--- src/puaq_sqr.sv ---
// registered shared 25x25 squaring unit
`default_nettype none
module puaq_sqr (
   input  wire logic        clock,
   input  wire logic [24:0] op_in,
   output logic [49:0]      sq_out
);
   logic [49:0] sq_ff;
   always_ff @(posedge clock) begin
      sq_ff <= op_in * op_in;
   end
   assign sq_out = sq_ff;
endmodule
`default_nettype wire

--- config.mk ---
export PLATFORM = sky130hd
export DESIGN_NAME = puaq_sqr
export DESIGN_NICKNAME = d
export VERILOG_FILES = /design/src/puaq_sqr.sv
export SDC_FILE = /design/constraint.sdc
export NUM_CORES = 1
export LEC_CHECK = 0
export BUFFER_PORTS_ARGS = -buffer_cell sky130_fd_sc_hd__buf_2
export CORE_UTILIZATION = 60
export DETAILED_ROUTE_END_ITERATION = 10
export HOLD_SLACK_MARGIN = 0.03
export PLACE_DENSITY = 0.89
export RECOVER_POWER = 25
export SYNTH_ARGS = -nofsm -noshare
export SYNTH_HDL_FRONTEND = slang
export SYNTH_SLANG_ARGS = --single-unit
--- constraint.sdc ---
create_clock -name clock -period 7.8 [get_ports clock]
set_input_delay 0.39 -clock clock [delete_from_list [all_inputs] [get_ports clock]]
set_output_delay 0.39 -clock clock [all_outputs]
set_load 0.02 [all_outputs]
==> results.cfg <==
[die]
row_count = 64
die_area_um2 = 32270
start_util_pct = 61.40
die_y_um = 179.6
die_width_um = 179.6
io_pins = 76
core-area_um2 = 30830

[synth]
synth_area_per_cell_um2 = 9.225
synthMuxAreaShare_pct = 0.1124
synth-seq-area-share_pct = 5.182
syn_area_um2 = 18930
ys_async_sr_fraction_pct = 0
synth-xor-area-share_pct = 2.591
synth_top_family_by_area = adder cells
synth_fa_ha_area_share_pct = 61.71
syn_inst = 2052
synth_top_cell_by_area = fa_1
ys.flop_type = dfxtp_1
yosys-top-cells-area = fa_1, inv_1, ha_1
synth_compound_area_share_pct = 5.188
syn_nets = 2732
synth_top_area_share_pct = 49.28
ys_ff_latch = 49
synth_edf_count = 0
yosysWarnings = 0
yosys.area_share.simple_pct = 10.76
yosysUniqueCellTypes = 53

[sta]
setup_slack_ns = 0.5643
setup_tns_ns = 0
fmax_mhz = 138.2
finalSetupViolations = 0
worst-slew-pin-transition_ns = 0.8546
fin_hold_ws_ns = 0.8030
maxSlewViolCount = 0
relSlewSlack_pct = 43.03
rsz0062_at_grt = false
fin_crit_ns = 7.236
timing.final.crit_share_pct = 92.77
hold_viol = 0

[finish]
final_net_count = 2758
synthToLayoutAreaGrowth_pct = 4.376
drive_above_1_share_pct = 4.089
largest_register_ffs = 49
antenna_cells = 0
fill_cells = 2283
regArea_um2 = 980.9
multi_input_area_um2 = 15220

[min_path]
whs_path_depth = 3
hold_class = primary input to flop

[placement]
numPortBuffers = 74
gp_congestion = 0.9626
pre_cts_ws_ns = 0.4228
dp_hpwl_um = 37610

[routing]
ant_nets = 0
remaining_drc_errors = 7
drt-total-wl_um = 44910
num_vias = 13690
drt_iter0_drc = 874
dr.pass1.iters = 8
viasPerCell = 5.532
avgRoutedWirePerCell_um = 18.15

[clocking]
cts_tree = built
cts_setup_buffers = 0
cts.clk_slew.worst_paths_ns = 0.07
cts_htree_levels = 2
clock_sinks = 49
root_buffer = clkbuf_16
cts_buffers = 5
clk_path_buf_depth = 2
cts_resized = 0
cts_hold_buf = 0

[critical_path]
critical_path_buf_inv_count = 8
cp_num_cells = 25
start_kind = primary input
required_ns = 8.03
cpPeakStageDelay_ns = 0.56
crit_fanout = 25
path_delay_family = adder cells
cp_slowest_cell = fa_1
endpoint_kind = flop
cp.arrival_ns = 7.46
path_class = primary input to flop

[global_route]
grt_usage_pct = 29.67
grt_max_degree = 27
antenna_found_initial = 0
grt_pass1_wl_um = 75330
grt_pass1_vias = 15560
gr-total-overflow = 0

[run_status]
outcome = finished, violations left
violations = design-rule violations

[flow_run]
maxCapViolCount = 0
## cells by family after synthesis
kind of cell,Yosys count
buffers and inverters,723
adder cells (fa/ha/maj),654
AND/OR/NAND/NOR,419
AO/OA/AOI/OAI,148
XOR/XNOR,56
flip-flops,49
multiplexers,2
other,1
## stage by stage
| step | cell area [um^2] | util (%) | instances |
|---|---|---|---|
| finish | 19760 | 64.09 | 2475 |
| global route | 19760 | 64.09 | 2475 |
| CTS | 19790 | 64.20 | 2475 |
| detailed placement | 19620 | 63.64 | 2467 |
| global placement | 19620 | 63.64 | 2467 |
| floorplan | 18930 | - | 2052 |
## cells in the final DEF (no fill, tap or decap), types with 4 or more instances in the layout
cell type and n:
ha_1 188, a21oi_2 4, and3_1 5, nor2_1 43, nand4_1 12, clkbuf_16 5, fa_1 466, nand3_1 19
dfxtp_1 49, nor3_1 8, buf_4 12, inv_1 655, buf_2 51, o211ai_1 4, xor2_1 20, nor2b_1 8
xnor2_1 36, o21ai_0 22, a31oi_1 6, a21oi_1 46, a21o_1 32, clkbuf_1 25, and2_1 131, nand2_1 181
o21bai_1 7
## layout make-up
| class | count | share of cell area, % |
|---|---|---|
| multi-input combinational | 1280 | 77.01 |
| inverter | 655 | 12.44 |
| sequential | 49 | 4.965 |
| tap | 396 | 2.508 |
| timing repair buffer | 87 | 2.204 |
| clock buffer | 7 | 0.7219 |
| clock inverter | 1 | 0.1520 |
## path summary, 6_finish.rpt
check | slack (ns) | from | to
setup / recovery | 0.56 | op_in[2] | sq_out[42]
hold / removal | 0.80 | op_in[1] | sq_out[2]
## synthesized netlist by cell type (12+ instances only)
library cell and count:
nand2_1 181, ha_1 188, xor2_1 20, nand3_1 19, dfxtp_1 49, fa_1 466, clkbuf_1 59, a21o_1 32
and2_1 131, nor2_1 43, xnor2_1 36, inv_1 655, a21oi_1 46, nand4_1 12, o21ai_0 22
## layer usage
metal  global-route usage, %  vias to the layer above  part of all wire [%]
met5                       0                        -                     0
met4                   15.34                        0                   5.6
met3                   4.660                      165                   8.1
met2                   52.16                      694                    52
met1                   35.33                     6878                    35
li1                        -                     5954                     -
Power is not shown: default switching activity piles up to over one toggle a cycle in this logic, so the estimate is an artifact.
